`config.mk`:
```
export PLATFORM = sky130hd
export DESIGN_NAME = io_permission_bitmap_update
export DESIGN_NICKNAME = d
export VERILOG_FILES = /design/src/rtl/iopb_pkg.sv /design/src/rtl/io_permission_bitmap_update.sv
export SDC_FILE = /design/constraint.sdc
export NUM_CORES = 2
export LEC_CHECK = 0
export BUFFER_PORTS_ARGS = -buffer_cell sky130_fd_sc_hd__buf_2
export CAP_MARGIN = 20
export CORE_ASPECT_RATIO = 0.5
export CORE_MARGIN = 3
export CORE_UTILIZATION = 30
export DETAILED_ROUTE_END_ITERATION = 7
export GPL_TIMING_DRIVEN = 0
export SLEW_MARGIN = 30
export SYNTH_ARGS = -nofsm -noshare
export SYNTH_HDL_FRONTEND = slang
export SYNTH_SLANG_ARGS = --single-unit
```
`constraint.sdc`:
```
create_clock -name clk -period 5.3 [get_ports clk]
set_input_delay 1.06 -clock clk [delete_from_list [all_inputs] [get_ports clk]]
set_output_delay 1.06 -clock clk [all_outputs]
set_load 0.02 [all_outputs]
```
`src/rtl/iopb_pkg.sv`:
```
// Shared types and constants for the I/O permission bitmap block.
// Depends on nothing; imported by the top level and its checker.
`default_nettype none

package iopb_pkg;

	localparam int WORD_BITS = 32;
	localparam int PORT_W = 16;
	localparam int WIDX_W = 5;
	localparam int WCNT_W = PORT_W - 5;
	localparam int RESERVED_PORTS = 8;

	typedef enum logic [1:0] {
		ST_OK    = 2'd0,
		ST_PERM  = 2'd1,
		ST_RANGE = 2'd2
	} status_t;

	typedef enum logic {
		FN_UPDATE = 1'b0,
		FN_READ   = 1'b1
	} func_t;

endpackage

`default_nettype wire

```
`src/rtl/io_permission_bitmap_update.sv`:
```
// I/O port permission bitmap: range grant/revoke and single word read.
// Depends on iopb_pkg; bitmap held in an internal single-port style memory.
//
// Usage: one input channel (in_valid/in_stall) carries func, first_port,
// port_count, grant, privileged and word_index. One output channel
// (out_valid/out_stall) returns status and word_data, one result per item.
// A transfer happens on a clock edge with valid high and stall low.
// A bit of 0 allows the port, 1 denies it.
// Flow: a rejected update or an empty range goes from its transfer through
// S_DONE to the output register, a read through S_RDW and S_DONE. An update
// walks the bitmap one word per step through a shared mask unit: a whole
// word is written in S_WALK, a partial end word is read in S_WALK and
// written back in S_MOD (read then write back), then S_DONE loads the output.
// in_stall is high from a transfer until its result is in the output
// register; the next item may be taken while that result waits.
// If out_stall holds a result, a finished item waits and the block stalls.
// Reset: arst_n clears all control state, then a clearing pass writes all
// ones to the bitmap, one word a cycle, while in_stall is high.
`default_nettype none

module io_permission_bitmap_update #(
	parameter int BITMAP_WORDS = 32
) (
	input  wire logic                       clk,
	input  wire logic                       arst_n,
	input  wire logic                       in_valid,
	output logic                            in_stall,
	input  wire logic                       func,
	input  wire logic [15:0]                first_port,
	input  wire logic [15:0]                port_count,
	input  wire logic                       grant,
	input  wire logic                       privileged,
	input  wire logic [4:0]                 word_index,
	output logic                            out_valid,
	input  wire logic                       out_stall,
	output iopb_pkg::status_t               status,
	output logic [31:0]                     word_data
);
	import iopb_pkg::*;

	localparam int AW = (BITMAP_WORDS > 1) ? $clog2(BITMAP_WORDS) : 1;
	localparam logic [PORT_W:0] LIMIT = (PORT_W + 1)'(BITMAP_WORDS * WORD_BITS - RESERVED_PORTS);
	localparam logic [WCNT_W:0] NWORDS = (WCNT_W + 1)'(BITMAP_WORDS);
	localparam logic [WCNT_W-1:0] LAST_WORD = WCNT_W'(BITMAP_WORDS - 1);

	typedef enum logic [2:0] {
		S_CLR,
		S_IDLE,
		S_WALK,
		S_MOD,
		S_RDW,
		S_DONE
	} state_t;

	state_t              state_q;
	logic [WCNT_W-1:0]   w_q;
	logic [PORT_W-1:0]   first_q;
	logic [PORT_W-1:0]   last_q;
	logic                grant_q;
	status_t             res_status_q;
	logic [31:0]         res_data_q;
	logic                out_valid_q;
	status_t             out_status_q;
	logic [31:0]         out_data_q;

	logic [31:0]         mem [BITMAP_WORDS];
	logic [31:0]         rd_data_q;

	logic [PORT_W:0]     end_sum;
	logic                in_xfer;
	logic                out_free;
	logic [4:0]          lo;
	logic [4:0]          hi;
	logic [31:0]         mask;
	logic                full_word;
	logic                last_step;
	logic [WCNT_W-1:0]   idx_ext;
	logic                mem_we;
	logic [WCNT_W-1:0]   mem_wa;
	logic [31:0]         mem_wd;
	logic                mem_re;
	logic [WCNT_W-1:0]   mem_ra;

	assign in_stall  = (state_q != S_IDLE);
	assign in_xfer   = in_valid && !in_stall;
	assign out_free  = !out_valid_q || !out_stall;
	assign end_sum   = {1'b0, first_port} + {1'b0, port_count};
	assign idx_ext   = WCNT_W'(word_index);

	assign lo        = (w_q == first_q[PORT_W-1:5]) ? first_q[4:0] : 5'd0;
	assign hi        = (w_q == last_q[PORT_W-1:5]) ? last_q[4:0] : 5'd31;
	assign mask      = (32'hFFFF_FFFF << lo) & (32'hFFFF_FFFF >> (5'd31 - hi));
	assign full_word = (mask == 32'hFFFF_FFFF);
	assign last_step = (w_q == last_q[PORT_W-1:5]);

	always_comb begin
		mem_we = 1'b0;
		mem_wa = w_q;
		mem_wd = 32'hFFFF_FFFF;
		mem_re = 1'b0;
		mem_ra = w_q;
		case (state_q)
			S_CLR: begin
				mem_we = 1'b1;
			end
			S_IDLE: begin
				mem_re = in_xfer && (func == FN_READ);
				mem_ra = idx_ext;
			end
			S_WALK: begin
				if (full_word) begin
					mem_we = 1'b1;
					mem_wd = grant_q ? 32'h0 : 32'hFFFF_FFFF;
				end else begin
					mem_re = 1'b1;
				end
			end
			S_MOD: begin
				mem_we = 1'b1;
				mem_wd = grant_q ? (rd_data_q & ~mask) : (rd_data_q | mask);
			end
			default: begin
				mem_we = 1'b0;
			end
		endcase
	end

	always_ff @(posedge clk) begin
		if (mem_we) begin
			mem[mem_wa[AW-1:0]] <= mem_wd;
		end
		if (mem_re) begin
			rd_data_q <= mem[mem_ra[AW-1:0]];
		end
	end

	always_ff @(posedge clk or negedge arst_n) begin
		if (!arst_n) begin
			state_q      <= S_CLR;
			w_q          <= '0;
			first_q      <= '0;
			last_q       <= '0;
			grant_q      <= 1'b0;
			res_status_q <= ST_OK;
			res_data_q   <= '0;
			out_valid_q  <= 1'b0;
			out_status_q <= ST_OK;
			out_data_q   <= '0;
		end else begin
			if (out_valid_q && !out_stall) begin
				out_valid_q <= 1'b0;
			end
			case (state_q)
				S_CLR: begin
					w_q <= w_q + 1'b1;
					if (w_q == LAST_WORD) begin
						state_q <= S_IDLE;
					end
				end
				S_IDLE: begin
					if (in_xfer) begin
						res_data_q <= '0;
						first_q    <= first_port;
						last_q     <= PORT_W'(end_sum - 1'b1);
						grant_q    <= grant;
						w_q        <= first_port[PORT_W-1:5];
						if (func == FN_READ) begin
							if ({1'b0, idx_ext} < NWORDS) begin
								res_status_q <= ST_OK;
								state_q      <= S_RDW;
							end else begin
								res_status_q <= ST_RANGE;
								state_q      <= S_DONE;
							end
						end else if (!privileged) begin
							res_status_q <= ST_PERM;
							state_q      <= S_DONE;
						end else if (end_sum > LIMIT) begin
							res_status_q <= ST_RANGE;
							state_q      <= S_DONE;
						end else begin
							res_status_q <= ST_OK;
							state_q      <= (port_count == '0) ? S_DONE : S_WALK;
						end
					end
				end
				S_WALK: begin
					if (!full_word) begin
						state_q <= S_MOD;
					end else if (last_step) begin
						state_q <= S_DONE;
					end else begin
						w_q <= w_q + 1'b1;
					end
				end
				S_MOD: begin
					if (last_step) begin
						state_q <= S_DONE;
					end else begin
						w_q     <= w_q + 1'b1;
						state_q <= S_WALK;
					end
				end
				S_RDW: begin
					res_data_q <= rd_data_q;
					state_q    <= S_DONE;
				end
				S_DONE: begin
					if (out_free) begin
						out_valid_q  <= 1'b1;
						out_status_q <= res_status_q;
						out_data_q   <= res_data_q;
						state_q      <= S_IDLE;
					end
				end
				default: begin
					state_q <= S_IDLE;
				end
			endcase
		end
	end

	assign out_valid = out_valid_q;
	assign status    = out_status_q;
	assign word_data = out_data_q;

endmodule

`default_nettype wire

```
==> results.json <==
{
  "cts_inserted_buffers": 113,
  "vias": 27900,
  "swShare_pct": 35.7,
  "synth_seq_cells": 1172,
  "yosysUniqueCellTypes": 82,
  "clock-sinks": 1172,
  "drc": 9,
  "end_kind": "flop",
  "slew_viol_final": 0,
  "cts_root_buffer": "clkbuf_16",
  "setup_viol": 0,
  "fmax_ghz": 0.219,
  "start_util_pct": 30.3,
  "post_cts_buffers": 0,
  "synthTopCellsByCount": "edfxtp_1, nand2_1, mux4_2",
  "synth_area_leaders": "edfxtp_1, mux4_2, dfrtp_1",
  "first_pass_iters": 8,
  "drive_above_1_share_pct": 23.8,
  "start_kind": "flop",
  "hold_class": "in -> async",
  "internal_power_mw": 18.7,
  "synth_edf_count": 1056,
  "syn_area_sq_um": 48000,
  "yosys_warnings": 0,
  "pwr_density_cell_nw_per_um2": 505,
  "avgSynthCellArea_sq_um": 16.8,
  "violations": "design-rule violations",
  "clk-insertion-delay-late_ns": 0.72,
  "pwr-share-clk_pct": 27.2,
  "switching_power_mw": 10.4,
  "async_flop_share_pct": 9.90,
  "combPwrFrac_pct": 33.2,
  "cts_hold_buf": 0,
  "cts_resized": 0,
  "leakage_nw": 21.1,
  "coreArea_sq_um": 158000,
  "totalPowerFinal_mw": 29.1,
  "globalRouteOverflowTotal": 0,
  "synthToLayoutAreaGrowth_pct": 20.0,
  "via_per_inst": 5.21,
  "clk_pin_slew_ns": 0.06,
  "hpwlAfterDp_um": 96400,
  "fp.dieArea_sq_um": 165000,
  "utilization_pct": 36.4,
  "grt_pass1_vias": 27800,
  "fin_nets": 3228,
  "seqPwrFrac_pct": 39.6,
  "dieWidth_um": 572,
  "maxCapViolations": 0,
  "critPathRequiredTime_ns": 5.76,
  "cts_tree": "built",
  "wl_per_cell_um": 25.3,
  "synthFlopType": "edfxtp_1",
  "rr_worst_depth": 11,
  "crit_type": "reg -> reg",
  "worst_slew_pin_slew_ns": 0.993,
  "syn_inst": 2861,
  "fin_crit_sh_pct": 86.2,
  "routabilityCongestion": 0.857,
  "synth_top_area_share_pct": 66.1,
  "hold_violations": 0,
  "syn-num-nets": 2928,
  "period_minus_slack_ns": 4.57,
  "outcome": "complete, but fails checks",
  "cts_max_level": 3,
  "relSlewSlack_pct": 33.6,
  "critPathMaxFanout": 12,
  "clock_skew_ns": 0.0640,
  "synth.most_common_cell": "edfxtp_1",
  "vdd_drop_max_uv": 321,
  "wirelength_um": 136000,
  "synth-seq-area-share_pct": 72.1,
  "grt_usage_pct": 16.3,
  "pin_count": 80,
  "n_antenna_cell": 0,
  "yosys.area.top_type": "edfxtp_1",
  "antenna_found_initial": 8,
  "ctsLongestPathBuffers": 3,
  "ant_nets": 0,
  "drt_iter0_markers": 3021,
  "arrival_ns": 5.02,
  "grt_pass1_wl_um": 196000,
  "io_buffers": 79,
  "num_rows": 103,
  "rsz0062_at_grt": "false",
  "grt_max_degree": 62,
  "die_h_um": 289
}
## flip-flops by register name, indices dropped and copies added (netlist names)
signal,count
mem,1024
word_data,32
first_q,16
res_data_q,32
rd_data_q,32
res_status_q,2
status,2
state_q,3
last_q,16
out_valid,1
mem_wa,11
grant_q,1
## cell usage in the layout, fill, tap and decap left out, drive strengths merged, types with 36 or more instances in the layout
cell type | netlist | routed
dfrtp | 116 | 116
nand2 | 455 | 455
clkbuf | 103 | 245
nand3 | 190 | 190
edfxtp | 1056 | 1056
mux4 | 256 | 256
mux2 | 36 | 36
clkinv | 1 | 54
a21oi | 42 | 42
nor2 | 80 | 80
buf | 67 | 252
o21ai | 138 | 138
## cells by family (layout without fill, tap and decap cells)
group	count (synthesis)	count (layout)	synth area share [%]
flip-flops	1172	1172	72.1
AND/OR/NAND/NOR	826	826	7.60
multiplexers	320	320	13.4
AO/OA/AOI/OAI	286	286	3.67
buffers and inverters	193	588	1.79
XOR/XNOR	41	41	0.748
adder cells (fa/ha/maj)	23	23	0.615
## worst paths after layout
check | start | endpoint | slack [ns]
worst max-delay path | mem_wa[3] | mem[4][21] | 0.73
worst min-delay path | arst_n | mem_wa[3] | 0.27
max in group asynchronous | arst_n | word_data[8] | 4.29
worst max register to register | mem_wa[3] | mem[4][21] | 0.73
min in group clk | res_status_q[1] | res_status_q[1] | 0.50
worst min register to register | res_status_q[1] | res_status_q[1] | 0.50
## power groups by stage
stage	clock, mW	sequential [mW]	combinational [mW]
4_1_cts	8.01	11.5	9.68
3_3_place_gp	0	11.7	9.12
5_1_grt	8.35	11.6	10.3
3_5_place_dp	0	11.7	9.65
2_1_floorplan	0	11.6	5.67
6_report	7.90	11.5	9.64
## stage by stage
step | setup TNS [ns] | instance area, sq um | instances | hold slack [ns] | setup slack, ns
3_5_place_dp | 0 | 54000 | 5146 | 0.487 | 0.762
3_3_place_gp | -1115.26 | 51000 | 5040 | 0.482 | -1.26
5_1_grt | 0 | 57600 | 5356 | 0.278 | 0.506
2_1_floorplan | 0 | 48000 | 2861 | 0.442 | 1.57
6_report | 0 | 57600 | 5356 | 0.271 | 0.734
4_1_cts | 0 | 57600 | 5356 | 0.265 | 0.806
## worst max-delay path, stage by stage, from the launching register on
cell       delay (ns)
dfrtp_1          0.32
clkbuf_1         0.48
xor2_1           0.20
nor4_1           0.07
nand4_1          0.24
a2bb2oi_1        0.39
a21oi_1          0.12
nor3_1           0.69
clkbuf_1         0.74
o211ai_1         0.50
buf_2            0.34
buf_2            0.21
## area by class of cell
cell class	instances	area, sq um
inverters	22	82.6
plain buffers	171	788
well taps	2100	2630
clock buffers	142	2990
multi-input cells	1496	13100
fillers	14500	101000
repair buffers	185	2770
flip-flops and latches	1172	34600
clock inverters	68	631
## layer usage
layer  vias to the layer above  GRT usage, %  wire, um
li1                      11800             -         -
met1                     14600          22.1     55300
met2                      1286          26.1     63700
met3                       218          3.62     12600
met4                         0          4.76      3890
met5                         -             0         0
(Power assumes the default switching activity.)
